### config.mk
export PLATFORM = sky130hd
export DESIGN_NAME = psg_tone_noise_generator
export DESIGN_NICKNAME = d
export VERILOG_FILES = /design/src/hdl/psg_pkg.sv /design/src/hdl/psg_tone_noise_generator.sv /design/src/hdl/psg_front.sv /design/src/hdl/psg_fifo.sv /design/src/hdl/psg_back.sv
export SDC_FILE = /design/constraint.sdc
export NUM_CORES = 2
export LEC_CHECK = 0
export BUFFER_PORTS_ARGS = -buffer_cell sky130_fd_sc_hd__buf_2
export CAP_MARGIN = 20
export CORE_ASPECT_RATIO = 1.4
export CORE_MARGIN = 3
export CORE_UTILIZATION = 48
export CTS_CLUSTER_DIAMETER = 50
export DETAILED_ROUTE_END_ITERATION = 8
export PLACE_DENSITY = 0.69
export SLEW_MARGIN = 20
export SYNTH_ARGS = -nofsm -noshare
export SYNTH_HDL_FRONTEND = slang
export SYNTH_SLANG_ARGS = --single-unit
### constraint.sdc
create_clock -name clk -period 16.3 [get_ports clk]
set_input_delay 0 -clock clk [delete_from_list [all_inputs] [get_ports clk]]
set_output_delay 0 -clock clk [all_outputs]
set_load 0.01 [all_outputs]
### src/hdl/psg_pkg.sv
// psg_pkg: shared types, constants and the volume table for the tone/noise sound generator
// used by psg_front, psg_fifo, psg_back and the top level; depends on nothing
package psg_pkg;

  localparam int NUM_TONES  = 3;
  localparam int NUM_CH     = NUM_TONES + 1;
  localparam int FIFO_DEPTH = 4;

  localparam int PERIOD_W = 10;
  localparam int ATT_W    = 4;
  localparam int VOL_W    = 12;
  localparam int PROD_W   = 20;
  localparam int QUOT_W   = 13;
  localparam int LEVEL_W  = 15;
  localparam int SHIFT_W  = 16;
  localparam int RECIP_W  = 21;
  localparam int RPROD_W  = PROD_W + RECIP_W;

  // input operation codes
  localparam logic OP_WRITE = 1'b0;
  localparam logic OP_TICK  = 1'b1;

  // configuration register indexes
  localparam int          CFG_IDX_W   = 2;
  localparam logic [1:0]  CFG_VARIANT = 2'd0;
  localparam logic [1:0]  CFG_PREAMP  = 2'd1;
  localparam logic [1:0]  CFG_PANNING = 2'd2;

  // bus register indexes
  localparam logic [2:0] REG_TONE0_PERIOD = 3'd0;
  localparam logic [2:0] REG_TONE0_ATT    = 3'd1;
  localparam logic [2:0] REG_TONE1_PERIOD = 3'd2;
  localparam logic [2:0] REG_TONE1_ATT    = 3'd3;
  localparam logic [2:0] REG_TONE2_PERIOD = 3'd4;
  localparam logic [2:0] REG_TONE2_ATT    = 3'd5;
  localparam logic [2:0] REG_NOISE_CTRL   = 3'd6;
  localparam logic [2:0] REG_NOISE_ATT    = 3'd7;
  localparam logic [2:0] LATCH_RESET      = REG_TONE1_ATT;

  // noise base period and lfsr parameters per chip variant
  localparam logic [PERIOD_W-1:0] NOISE_BASE   = 10'h010;
  localparam logic [SHIFT_W-1:0]  TOP_DISCRETE = 16'h4000;
  localparam logic [SHIFT_W-1:0]  TOP_INTEGR   = 16'h8000;
  localparam logic [SHIFT_W-1:0]  TAPS_DISCRETE = 16'h0006;
  localparam logic [SHIFT_W-1:0]  TAPS_INTEGR   = 16'h0009;

  // divide by 100: floor(p * RECIP / 2^RECIP_SHIFT), exact for p < 2^20
  localparam logic [RECIP_W-1:0] RECIP       = 21'd1342178;
  localparam int                 RECIP_SHIFT = 27;
  localparam logic [PROD_W:0]    PCT_SCALE   = 21'd100;

  typedef struct packed {
    logic [NUM_CH-1:0]            high;
    logic [NUM_CH-1:0][ATT_W-1:0] att;
  } snap_t;

  function automatic logic [VOL_W-1:0] vol_lut(input logic [ATT_W-1:0] a);
    logic [VOL_W-1:0] v;
    case (a)
      4'd0:    v = 12'd2800;
      4'd1:    v = 12'd2224;
      4'd2:    v = 12'd1766;
      4'd3:    v = 12'd1403;
      4'd4:    v = 12'd1114;
      4'd5:    v = 12'd885;
      4'd6:    v = 12'd703;
      4'd7:    v = 12'd558;
      4'd8:    v = 12'd443;
      4'd9:    v = 12'd352;
      4'd10:   v = 12'd280;
      4'd11:   v = 12'd222;
      4'd12:   v = 12'd176;
      4'd13:   v = 12'd140;
      4'd14:   v = 12'd111;
      default: v = 12'd0;
    endcase
    return v;
  endfunction

endpackage

### src/hdl/psg_tone_noise_generator.sv
// Throughput: one item per cycle; the output pipeline and the FIFO_DEPTH entry queue
// absorb output stalls, and in_stall rises only when that queue is full.
// Reset: synchronous, active low; restores register defaults, silent channels and a
// seeded noise register. Configuration writes are always ready and apply next cycle.
module psg_tone_noise_generator #(
  parameter int FIFO_DEPTH = psg_pkg::FIFO_DEPTH
) (
  input  logic                            clk,
  input  logic                            rst_n,
  input  logic                            in_valid,
  output logic                            in_stall,
  input  logic                            in_operation,
  input  logic [7:0]                      in_data_byte,
  output logic                            out_valid,
  input  logic                            out_stall,
  output logic [psg_pkg::LEVEL_W-1:0]     out_left_level,
  output logic [psg_pkg::LEVEL_W-1:0]     out_right_level,
  input  logic                            cfg_valid,
  output logic                            cfg_ready,
  input  logic [psg_pkg::CFG_IDX_W-1:0]   cfg_index,
  input  logic [7:0]                      cfg_data
);

  logic           variant_r;
  logic [7:0]     preamp_r;
  logic [7:0]     panning_r;
  logic           in_fire;
  logic           q_full, q_empty, q_pop;
  psg_pkg::snap_t snap, q_data;

  assign cfg_ready = 1'b1;
  assign in_stall  = q_full;
  assign in_fire   = in_valid && !q_full;

  always_ff @(posedge clk) begin
    if (!rst_n) begin
      variant_r <= 1'b1;
      preamp_r  <= 8'd100;
      panning_r <= 8'hff;
    end else if (cfg_valid && cfg_ready) begin
      case (cfg_index)
        psg_pkg::CFG_VARIANT: variant_r <= cfg_data[0];
        psg_pkg::CFG_PREAMP:  preamp_r  <= cfg_data;
        psg_pkg::CFG_PANNING: panning_r <= cfg_data;
        default: ;
      endcase
    end
  end

  psg_front u_front (
    .clk          (clk),
    .rst_n        (rst_n),
    .chip_variant (variant_r),
    .in_fire      (in_fire),
    .in_operation (in_operation),
    .in_data_byte (in_data_byte),
    .snap         (snap)
  );

  psg_fifo #(
    .DEPTH (FIFO_DEPTH)
  ) u_fifo (
    .clk     (clk),
    .rst_n   (rst_n),
    .push    (in_fire),
    .wr_data (snap),
    .pop     (q_pop),
    .rd_data (q_data),
    .full    (q_full),
    .empty   (q_empty)
  );

  psg_back u_back (
    .clk             (clk),
    .rst_n           (rst_n),
    .preamp          (preamp_r),
    .panning         (panning_r),
    .q_valid         (!q_empty),
    .q_data          (q_data),
    .pop             (q_pop),
    .out_stall       (out_stall),
    .out_valid       (out_valid),
    .out_left_level  (out_left_level),
    .out_right_level (out_right_level)
  );

endmodule

### src/hdl/psg_front.sv
// psg_front: decodes bus writes and ticks, keeps periods, counters, polarities and the lfsr
// hands the channel levels and attenuations after each item to the queue; uses psg_pkg
module psg_front (
  input  logic                  clk,
  input  logic                  rst_n,
  input  logic                  chip_variant,
  input  logic                  in_fire,
  input  logic                  in_operation,
  input  logic [7:0]            in_data_byte,
  output psg_pkg::snap_t        snap
);

  logic [2:0]                                        latched_idx_r, latched_idx_nxt;
  logic [psg_pkg::NUM_TONES-1:0][psg_pkg::PERIOD_W-1:0] period_r, period_nxt;
  logic [psg_pkg::NUM_CH-1:0][psg_pkg::ATT_W-1:0]    att_r, att_nxt;
  logic [2:0]                                        noise_ctrl_r, noise_ctrl_nxt;
  logic [psg_pkg::NUM_CH-1:0][psg_pkg::PERIOD_W-1:0] cnt_r, cnt_nxt;
  logic [psg_pkg::NUM_CH-1:0]                        pol_r, pol_nxt;
  logic [psg_pkg::SHIFT_W-1:0]                       shift_r, shift_nxt;

  logic [2:0]                    idx;
  logic [1:0]                    ch;
  logic [psg_pkg::PERIOD_W-1:0]  noise_reload;
  logic [psg_pkg::SHIFT_W-1:0]   taps;
  logic [psg_pkg::SHIFT_W-1:0]   top;
  logic                          fill;

  // period minus one, with a zero period mapped by chip variant
  function automatic logic [psg_pkg::PERIOD_W-1:0] tone_reload(
    input logic [psg_pkg::PERIOD_W-1:0] p,
    input logic                         v
  );
    logic [psg_pkg::PERIOD_W-1:0] r;
    if (p == '0) begin
      r = v ? '0 : '1;
    end else begin
      r = p - 1'b1;
    end
    return r;
  endfunction

  assign idx  = in_data_byte[7] ? in_data_byte[6:4] : latched_idx_r;
  assign ch   = idx[2:1];
  assign taps = chip_variant ? psg_pkg::TAPS_INTEGR : psg_pkg::TAPS_DISCRETE;
  assign top  = chip_variant ? psg_pkg::TOP_INTEGR : psg_pkg::TOP_DISCRETE;
  assign fill = noise_ctrl_r[2] ? ^(shift_r & taps) : shift_r[0];

  always_comb begin
    case (noise_ctrl_r[1:0])
      2'd3:    noise_reload = tone_reload(period_r[psg_pkg::NUM_TONES-1], chip_variant);
      default: noise_reload = (psg_pkg::NOISE_BASE << noise_ctrl_r[1:0]) - 1'b1;
    endcase
  end

  always_comb begin
    latched_idx_nxt = latched_idx_r;
    period_nxt      = period_r;
    att_nxt         = att_r;
    noise_ctrl_nxt  = noise_ctrl_r;
    cnt_nxt         = cnt_r;
    pol_nxt         = pol_r;
    shift_nxt       = shift_r;
    if (in_operation == psg_pkg::OP_TICK) begin
      for (int i = 0; i < psg_pkg::NUM_CH; i++) begin
        if (cnt_r[i] == '0) begin
          pol_nxt[i] = ~pol_r[i];
          if (i < psg_pkg::NUM_TONES) begin
            cnt_nxt[i] = tone_reload(period_r[i], chip_variant);
          end else begin
            cnt_nxt[i] = noise_reload;
          end
        end else begin
          cnt_nxt[i] = cnt_r[i] - 1'b1;
        end
      end
      // noise shifts on the rising edge of its polarity
      if (cnt_r[psg_pkg::NUM_TONES] == '0 && !pol_r[psg_pkg::NUM_TONES]) begin
        shift_nxt = {1'b0, shift_r[psg_pkg::SHIFT_W-1:1]} | (fill ? top : '0);
      end
    end else begin
      if (in_data_byte[7]) begin
        latched_idx_nxt = in_data_byte[6:4];
      end
      case (idx)
        psg_pkg::REG_TONE0_PERIOD, psg_pkg::REG_TONE1_PERIOD,
        psg_pkg::REG_TONE2_PERIOD: begin
          if (in_data_byte[7]) begin
            period_nxt[ch][3:0] = in_data_byte[3:0];
          end else begin
            period_nxt[ch][9:4] = in_data_byte[5:0];
          end
        end
        psg_pkg::REG_NOISE_CTRL: begin
          noise_ctrl_nxt = in_data_byte[2:0];
          // noise clocked by tone 2 picks up its count
          if (in_data_byte[1:0] == 2'b11) begin
            cnt_nxt[psg_pkg::NUM_TONES] = cnt_r[psg_pkg::NUM_TONES-1];
          end
          shift_nxt = top;
        end
        default: begin
          att_nxt[ch] = in_data_byte[3:0];
        end
      endcase
    end
  end

  always_ff @(posedge clk) begin
    if (!rst_n) begin
      latched_idx_r <= psg_pkg::LATCH_RESET;
      period_r      <= '0;
      att_r         <= '1;
      noise_ctrl_r  <= '0;
      cnt_r         <= '0;
      pol_r         <= '0;
      shift_r       <= psg_pkg::TOP_INTEGR;
    end else if (in_fire) begin
      latched_idx_r <= latched_idx_nxt;
      period_r      <= period_nxt;
      att_r         <= att_nxt;
      noise_ctrl_r  <= noise_ctrl_nxt;
      cnt_r         <= cnt_nxt;
      pol_r         <= pol_nxt;
      shift_r       <= shift_nxt;
    end
  end

  assign snap.high = {shift_nxt[0], pol_nxt[psg_pkg::NUM_TONES-1:0]};
  assign snap.att  = att_nxt;

`ifndef SYNTHESIS
  a_noise_sync: assert property (@(posedge clk) disable iff (!rst_n)
    (in_fire && in_operation == psg_pkg::OP_WRITE && idx == psg_pkg::REG_NOISE_CTRL &&
     in_data_byte[1:0] == 2'b11)
    |=> cnt_r[psg_pkg::NUM_TONES] == $past(cnt_r[psg_pkg::NUM_TONES-1]))
    else $error("noise count not synced to tone 2");
`endif

endmodule

### src/hdl/psg_fifo.sv
// psg_fifo: small queue of channel snapshots between the front and back parts
// uses psg_pkg::snap_t
module psg_fifo #(
  parameter int DEPTH = psg_pkg::FIFO_DEPTH
) (
  input  logic           clk,
  input  logic           rst_n,
  input  logic           push,
  input  psg_pkg::snap_t wr_data,
  input  logic           pop,
  output psg_pkg::snap_t rd_data,
  output logic           full,
  output logic           empty
);

  localparam int PTR_W = (DEPTH > 1) ? $clog2(DEPTH) : 1;
  localparam int CNT_W = $clog2(DEPTH + 1);

  psg_pkg::snap_t   mem_r [DEPTH];
  logic [PTR_W-1:0] wr_ptr_r, rd_ptr_r;
  logic [CNT_W-1:0] count_r, count_nxt;

  assign full    = (count_r == CNT_W'(DEPTH));
  assign empty   = (count_r == '0);
  assign rd_data = mem_r[rd_ptr_r];

  always_comb begin
    count_nxt = count_r;
    if (push && !pop) begin
      count_nxt = count_r + 1'b1;
    end else if (pop && !push) begin
      count_nxt = count_r - 1'b1;
    end
  end

  always_ff @(posedge clk) begin
    if (!rst_n) begin
      wr_ptr_r <= '0;
      rd_ptr_r <= '0;
      count_r  <= '0;
    end else begin
      count_r <= count_nxt;
      if (push) begin
        wr_ptr_r <= (wr_ptr_r == PTR_W'(DEPTH - 1)) ? '0 : wr_ptr_r + 1'b1;
      end
      if (pop) begin
        rd_ptr_r <= (rd_ptr_r == PTR_W'(DEPTH - 1)) ? '0 : rd_ptr_r + 1'b1;
      end
    end
  end

  always_ff @(posedge clk) begin
    if (push) begin
      mem_r[wr_ptr_r] <= wr_data;
    end
  end

`ifndef SYNTHESIS
  a_no_overflow: assert property (@(posedge clk) disable iff (!rst_n)
    push |-> (!full || pop))
    else $error("queue push while full");
  a_no_underflow: assert property (@(posedge clk) disable iff (!rst_n)
    pop |-> !empty)
    else $error("queue pop while empty");
`endif

endmodule

### src/hdl/psg_back.sv
// psg_back: turns channel snapshots into stereo levels in a three stage pipeline
// volume times preamp, divide by 100 via reciprocal, pan and sum; uses psg_pkg
module psg_back (
  input  logic                         clk,
  input  logic                         rst_n,
  input  logic [7:0]                   preamp,
  input  logic [7:0]                   panning,
  input  logic                         q_valid,
  input  psg_pkg::snap_t               q_data,
  output logic                         pop,
  input  logic                         out_stall,
  output logic                         out_valid,
  output logic [psg_pkg::LEVEL_W-1:0]  out_left_level,
  output logic [psg_pkg::LEVEL_W-1:0]  out_right_level
);

  logic                                             en;
  logic                                             v1_r, v2_r, out_valid_r;
  logic [psg_pkg::NUM_CH-1:0]                       high1_r, high2_r;
  logic [psg_pkg::NUM_CH-1:0][psg_pkg::PROD_W-1:0]  prod1_r;
  logic [psg_pkg::NUM_CH-1:0][psg_pkg::QUOT_W-1:0]  quot2_r;
  logic [psg_pkg::NUM_CH-1:0][psg_pkg::PROD_W-1:0]  prod_c;
  logic [psg_pkg::NUM_CH-1:0][psg_pkg::RPROD_W-1:0] rprod_c;
  logic [psg_pkg::NUM_CH-1:0][psg_pkg::QUOT_W-1:0]  quot_c;
  logic [psg_pkg::LEVEL_W-1:0]                      left_c, right_c;
  logic [psg_pkg::LEVEL_W-1:0]                      left_r, right_r;

  // whole pipeline moves unless a finished result is held
  assign en  = !(out_valid_r && out_stall);
  assign pop = en && q_valid;

  always_comb begin
    for (int i = 0; i < psg_pkg::NUM_CH; i++) begin
      prod_c[i]  = psg_pkg::PROD_W'(psg_pkg::vol_lut(q_data.att[i])) *
                   psg_pkg::PROD_W'(preamp);
      rprod_c[i] = psg_pkg::RPROD_W'(prod1_r[i]) * psg_pkg::RPROD_W'(psg_pkg::RECIP);
      quot_c[i]  = rprod_c[i][psg_pkg::RECIP_SHIFT +: psg_pkg::QUOT_W];
    end
  end

  always_comb begin
    left_c  = '0;
    right_c = '0;
    for (int i = 0; i < psg_pkg::NUM_CH; i++) begin
      if (high2_r[i] && panning[psg_pkg::NUM_CH + i]) begin
        left_c = left_c + psg_pkg::LEVEL_W'(quot2_r[i]);
      end
      if (high2_r[i] && panning[i]) begin
        right_c = right_c + psg_pkg::LEVEL_W'(quot2_r[i]);
      end
    end
  end

  always_ff @(posedge clk) begin
    if (!rst_n) begin
      v1_r        <= 1'b0;
      v2_r        <= 1'b0;
      out_valid_r <= 1'b0;
    end else if (en) begin
      v1_r        <= pop;
      v2_r        <= v1_r;
      out_valid_r <= v2_r;
    end
  end

  always_ff @(posedge clk) begin
    if (en) begin
      high1_r <= q_data.high;
      prod1_r <= prod_c;
      high2_r <= high1_r;
      quot2_r <= quot_c;
      left_r  <= left_c;
      right_r <= right_c;
    end
  end

  assign out_valid       = out_valid_r;
  assign out_left_level  = left_r;
  assign out_right_level = right_r;

`ifndef SYNTHESIS
  logic [psg_pkg::NUM_CH-1:0] div_ok;
  always_comb begin
    for (int i = 0; i < psg_pkg::NUM_CH; i++) begin
      div_ok[i] = ((psg_pkg::QUOT_W + 8)'(quot_c[i]) * psg_pkg::PCT_SCALE
                   <= (psg_pkg::QUOT_W + 8)'(prod1_r[i])) &&
                  ((psg_pkg::QUOT_W + 8)'(prod1_r[i]) -
                   (psg_pkg::QUOT_W + 8)'(quot_c[i]) * psg_pkg::PCT_SCALE
                   < psg_pkg::PCT_SCALE);
    end
  end
  a_div_exact: assert property (@(posedge clk) disable iff (!rst_n)
    v1_r |-> (div_ok == '1))
    else $error("divide by 100 out of range");
  a_out_source: assert property (@(posedge clk) disable iff (!rst_n)
    $rose(out_valid_r) |-> $past(v2_r))
    else $error("result appeared without a pipeline item");
`endif

endmodule

==> Word level (Yosys, flattened, before mapping) <==
Memory sizes are Yosys's and may differ from the RTL's. A register that Yosys moved wholly into a read port is not among the register bits.
Index checks and enable logic that the tools add are counted.
{ "classes": {"addsub": 18, "n_mul": 8, "div_mod_pow": 0, "magnitude_cmp": 2, "n_eq_ne": 11, "n_shift": 1, "muxes": 52, "bitwise_logic": 7, "reduce_logical": 47} }
{ "op_table": {"columns": ["cell", "count"], "rows": [
  ["multiplier 20 x 20 -> 39 bit (second input constant)", 4],
  ["2-to-1 mux 10 bit", 13],
  ["2-to-1 mux 16 bit", 7],
  ["2-to-1 mux 15 bit", 6],
  ["multiplier 12 x 8 -> 20 bit", 4],
  ["subtractor 10 x 1 -> 10 bit (second input constant)", 8],
  ["zero test 10 bit", 7],
  ["adder 15 x 13 -> 15 bit", 4],
  ["bitwise mux 30 bit", 2],
  ["demux 10 bit (select 2 bit)", 2],
  ["2-to-1 mux 30 bit", 1],
  ["adder 13 x 13 -> 14 bit", 2],
  ["2-to-1 mux 13 bit", 2],
  ["bitwise AND 16 bit", 1],
  ["bitwise mux 16 bit", 1],
  ["OR 15 x 16 -> 16 bit", 1],
  ["XOR reduction 16 bit", 1],
  ["logical AND 1 bit", 15],
  ["AND reduction 3 bit", 5],
  ["2-to-1 mux 3 bit", 4],
  ["2-to-1 mux 4 bit", 3],
  ["equality test 2 bit (second input constant)", 5],
  ["AND reduction 2 bit", 5],
  ["<< shifter 5 x 2 -> 10 bit (first input constant)", 1],
  ["19 further kinds", 42]
]} }
{ "word_totals": {"ff_bits": 309, "latchBits": 0, "mem_bits_rw": 80, "romBits": 768, "input_bits": 24, "output_inout_bits": 33, "memories": 5} }
{ "mem_list": {"columns": ["name", "depth", "word_bits", "read_ports", "rd_ports_with_merged_regs", "wr", "line", "source"], "rows": [
  ["(name not given)", 16, 12, 1, 0, 0, "psg_pkg.sv:59", "case (a)"],
  ["(name not given)", 16, 12, 1, 0, 0, "psg_pkg.sv:59", null],
  ["(name not given)", 16, 12, 1, 0, 0, "psg_pkg.sv:59", null],
  ["(name not given)", 16, 12, 1, 0, 0, "psg_pkg.sv:59", null],
  ["u_fifo.mem_r", 4, 20, 1, 1, 1, "psg_fifo.sv:19", "psg_pkg::snap_t mem_r [DEPTH];"]
]} }

==> Logic depth before layout (Yosys ltp) <==
{ "depth": {"ltp_word": 8, "ltp_mapped": 31, "mapped_depth_nobuf": 29} }

==> By module <==
Synthesis repeated with hierarchy kept, for this count alone.
{ "unflattened": {"hier_cells": 6487, "hier_area_um2": 63283.2} }
{ "modules_own_cells": {"columns": ["mod", "instances", "cells_each", "area_per_inst_um2"], "rows": [
  ["psg_back", 1, 5475, 52521.6],
  ["psg_front", 1, 788, 6676.4],
  ["psg_fifo", 1, 148, 3343.2],
  ["psg_tone_noise_generator", 1, 76, 742.0]
]} }

==> Worst setup path before layout <==
OpenSTA, ideal clock, no wires.
{ "synth_path": {"path_kind": "register to register", "start": "reg u_back.high2_r[0] in the netlist's numbering", "end": "reg u_back.right_r, in the netlist u_back.out_right_level[14] (data pin)", "t_arrival_ns": 6.200, "slack_ns": 9.844, "path_stages_with_launch": 27, "path_buffers": 2, "synth_period_minus_slack_ns": 6.456, "cell_sequence": "edfxtp_1 and2_2 clkbuf_1 clkbuf_1 nand2_1 xnor2_1 ha_1 a21o_4 maj3_2 a21oi_4 nor2_2 maj3_2 a22oi_2 mux2i_1 xor2_1 ha_1 or2_2 a211o_1 a221o_1 a21o_1 a211o_1 a31o_2 ha_1 nor3_1 or4_1 mux2_2 a22o_1"} }
{ "synth_between": {"elab_chain_cells": 8} }
{ "synth_lines": {"columns": ["element", "line", "source"], "rows": [
  ["start, declared", "psg_back.sv:19", "logic [psg_pkg::NUM_CH-1:0] high1_r, high2_r;"],
  ["start signal, assigned", "psg_back.sv:70", "high2_r <= high1_r;"],
  ["logical AND 1 bit (*)", "psg_back.sv:48", "if (high2_r[i] && panning[i]) begin"],
  ["2-to-1 mux 13 bit (*)", "psg_back.sv:48", null],
  ["adder 13 x 13 -> 14 bit", "psg_back.sv:49", "right_c = right_c + psg_pkg::LEVEL_W'(quot2_r[i]);"],
  ["2-to-1 mux 15 bit (*)", "psg_back.sv:48", null],
  ["adder 15 x 13 -> 15 bit", "psg_back.sv:49", null],
  ["2-to-1 mux 15 bit (*)", "psg_back.sv:48", null],
  ["adder 15 x 13 -> 15 bit", "psg_back.sv:49", null],
  ["2-to-1 mux 15 bit (*)", "psg_back.sv:48", null],
  ["via u_back.right_c, one bit", "psg_back.sv:25", "logic [psg_pkg::LEVEL_W-1:0] left_c, right_c;"],
  ["end signal, assigned", "psg_back.sv:73", "right_r <= right_c;"],
  ["end, declared", "psg_back.sv:26", "logic [psg_pkg::LEVEL_W-1:0] left_r, right_r;"]
]} }
The timed path passes the listed nets; every way through them passes the cells marked *.
A chain may end at the register's enable or synchronous reset.

==> summary.md <==
| Metric | Value |
|---|---|
| Status | `finished clean` |
| Post-synth EDFFs | `250` |
| Maxcap violations | `0` |
| Endpoint class of the critical path | `flop` |
| Final slew viol count | `0` |
| Slew headroom | `0.278` |
| Tightest Pin Transition | `~1.1 ns` |
| Ports | `57` |
| Critical path peak fanout | `22` |
| Cells after Synth | `6,365` |
| Critical Path RT | `16.65 ns` |
| CTS sink count | `391` |
| Largest net degree at the start of global routing | `85` |
| Post-synth top area share | `0.263` |
| Core ar. | `around 130,000 sq um` |
| Antenna violations before repair | `4` |
| Die X | `~310 um` |
| Initial core utilization | `0.486` |
| H-tree levels | `2` |
| Dominant synthesized flop cell | `edfxtp_1` |
| Initial DRC count | `1,857` |
| Fmax | `0.134 GHz` |
| Avg Cell Area, Syn | `9.77 sq um` |
| Routed vias | `43.3k` |
| Hold Crit Start | `cfg_data[5]` |
| Layout cell share with drive strength beyond 1 | `0.0467` |
| WS Path Type | `reg -> reg` |
| Cell variety after synth | `105` |
| R2r setup slk | `8.84 ns` |
| DRC viols | `0` |
| Final setup viols | `0` |
| Gpl congestion | `approximately 0.92` |
| Drt total wl | `139 mm` |
| CTS root buffer | `clkbuf_16` |
| Wire per inst | `between 15 and 20 um` |
| Startpoint types | `flop` |
| TNS Setup | `0 ns` |
| Post-CTS Setup Repair Bufs | `0` |
| Yosys warnings | `0` |
| PortBufs | `55` |
| CP endpoint | `u_back.prod1_r[58]$_DFFE_PN_` |
| Tcrit/Tclk final | `0.458` |
| Post-DP HPWL | `115 mm` |
| First-pass GRT wire length | `234 mm` |
| Grt ovf | `0` |
| NumNets Final | `8,381` |
| Number of global-route vias before repair | `47.0k` |
| Die extent in y | `432 um` |
| Final Hold Viols | `0` |
| Arrival @ worst endpoint | `just under 8 ns` |
| Mapped cell area | `62,200 sq um` |
| CTS tree | `done` |
| Post-route ant nets | `0` |
| Fin crit period | `7.46 ns` |
| Asr flop ratio synth | `0` |
| Clk_lat worst skew | `0.67 ns` |
| Via density | `5.35` |
| Worst Hold Class | `in -> reg` |
| Max Root-Sink Buffers | `3` |
| Number of synthesized register bits | `391` |
| Placement Rows | `155` |
| Seq/Total Area, Yosys | `0.166` |
| Die area | `134,000 sq um` |
| Unrepaired setup endpoints after global routing | `false` |
| Reg2reg path depth | `27` |
| R2r endpoint | `u_back.prod1_r[58]$_DFFE_PN_` |
| Mapped Nets | `8,354` |
| Cell type with the largest total area after synthesis | `fa_1` |
| CTS Buf Count | `57` |
| Clock-pin slew on the worst setup and hold paths | `0.06 ns` |
| Area grow syn2layout | `6.66%` |
| Drt first pass iters | `5` |
| Top post-synthesis cells by area | `fa_1, ha_1, edfxtp_1, inv_1, dfxtp_1` |
| Clk_skew | `0.0760 ns` |
| Tot GR Track Use | `0.215` |
[Yosys cell counts (all sizes together), types with 35 or more instances]
master,instances
and2,211
xnor2,147
or3,36
nor2,226
nand2b,35
and3,47
ha,1148
a21oi,174
edfxtp,250
o21ai,159
o21a,40
nor2b,89
nand2,458
nor3,78
nand3,98
mux2,40
clkbuf,124
xor2,65
dfxtp,141
a21boi,41
inv,1442
a21o,57
mux2i,69
fa,817
[layer usage]
metal,share of wire,GRT usage
met5,0,0
met2,0.52,0.402
met3,0.029,0.0194
met1,0.41,0.256
met4,0.042,0.0774
[timing repair]
action | in CTS | in global routing
hold endpoints to repair | 128 | 0
resized for setup | 0 | 0
setup endpoints to repair | 0 | 0
hold buffers | 34 | 0
[stage by stage]
step / area [sq um] / setup WS, ns / hold slack [ns] / util / std cells
floorplan: 62200 / 9.84 / 0.124 / - / 6365
global placement: 64000 / 9.06 / 0.297 / 0.500 / 7945
detailed placement: 64000 / 8.87 / 0.304 / 0.500 / 7945
CTS: 66300 / 8.78 / 0.127 / 0.518 / 8087
global route: 66300 / 8.16 / 0.184 / 0.518 / 8091
finish: 66300 / 8.84 / 0.169 / 0.518 / 8091
[worst max-delay path, stage by stage, from the launching register on]
cell and delay [ns]:
dfxtp_1 0.31, buf_4 0.35, mux4_2 0.68, inv_1 0.22, ha_1 0.21, nand2b_1 0.13
o21ai_0 0.14, o21ai_0 0.78, and2_1 0.24, ha_1 0.15, inv_1 0.05, fa_1 0.48
inv_1 0.05, ha_1 0.27, inv_1 0.04, fa_1 0.52, inv_1 0.05, ha_1 0.26
a21o_1 0.15, a21oi_1 0.23, o21ai_0 0.11, a21o_1 0.20, a21oi_1 0.20, o21ai_0 0.17
o41ai_1 0.58, o2111ai_1 0.26, a21oi_1 0.21, xnor2_1 0.08
[cells in the final DEF (no fill, tap or decap), types with 97 or more instances in the layout]
cell type and n:
fa_1 817, nor2_1 225, ha_1 1148, and2_1 204, xnor2_1 147, nand3_1 97
dfxtp_1 138, nand2_1 455, o21ai_0 139, a21oi_1 173, edfxtp_1 250, inv_1 1440
[how the worst min path moves through the flow]
| stage | to | slack, ns | cells after the start |
|---|---|---|---|
| 6_report | preamp_r[5]$_SDFFE_PN1P_ | 0.17 | 4 |
| 5_1_grt | preamp_r[5]$_SDFFE_PN1P_ | 0.18 | 4 |
| 4_1_cts | preamp_r[5]$_SDFFE_PN1P_ | 0.13 | 4 |
| 3_5_place_dp | panning_r[5]$_SDFFE_PN1P_ | 0.30 | 3 |
| 3_3_place_gp | panning_r[4]$_SDFFE_PN1P_ | 0.30 | 3 |
| 2_1_floorplan | panning_r[0]$_SDFFE_PN1P_ | 0.12 | 2 |
[area by class of cell]
type                       instances  area, sq um
tap                             1648         2060
sequential                       391        10300
clock buffer                      59         1430
multi-input combinational       4384        45700
clock inverter                    49          520
inverter                        1444         5420
fill                           11460        61700
timing repair buffer             114          811
antenna                            2         5.00
[kinds of logic after synthesis]
logic type / count (synthesis) / share of synthesized area
compound gates: 733 / 0.0783
other cells: 1 / 0.0000603
flops: 391 / 0.166
mux: 133 / 0.0271
xor+xnor: 212 / 0.0299
simple gates: 1335 / 0.105
buf+inv: 1590 / 0.0987
fa+ha+maj: 1970 / 0.495
[registers in the layout, indices dropped and copies added, names as in the netlist, named ones only]
name,cells
u_front.cnt_r,40
preamp_r,8
u_front.pol_r,4
u_fifo.count_r,3
u_front.latched_idx_r,3
u_back.out_right_level,15
u_fifo.rd_ptr_r,2
u_back.prod1_r,80
panning_r,8
u_front.period_r,30
u_back.quot2_r,52
u_front.noise_ctrl_r,3
u_back.v2_r,1
u_back.v1_r,1
u_back.out_left_level,15
u_back.high2_r,4
u_front.shift_r,16
u_front.att_r,16
u_fifo.mem_r,80
u_back.high1_r,4
variant_r,1
u_back.out_valid,1
u_fifo.wr_ptr_r,2
Power is left out: the tool's default activity adds up to more than one toggle a clock period on the data nets, which glitch-free logic cannot reach.
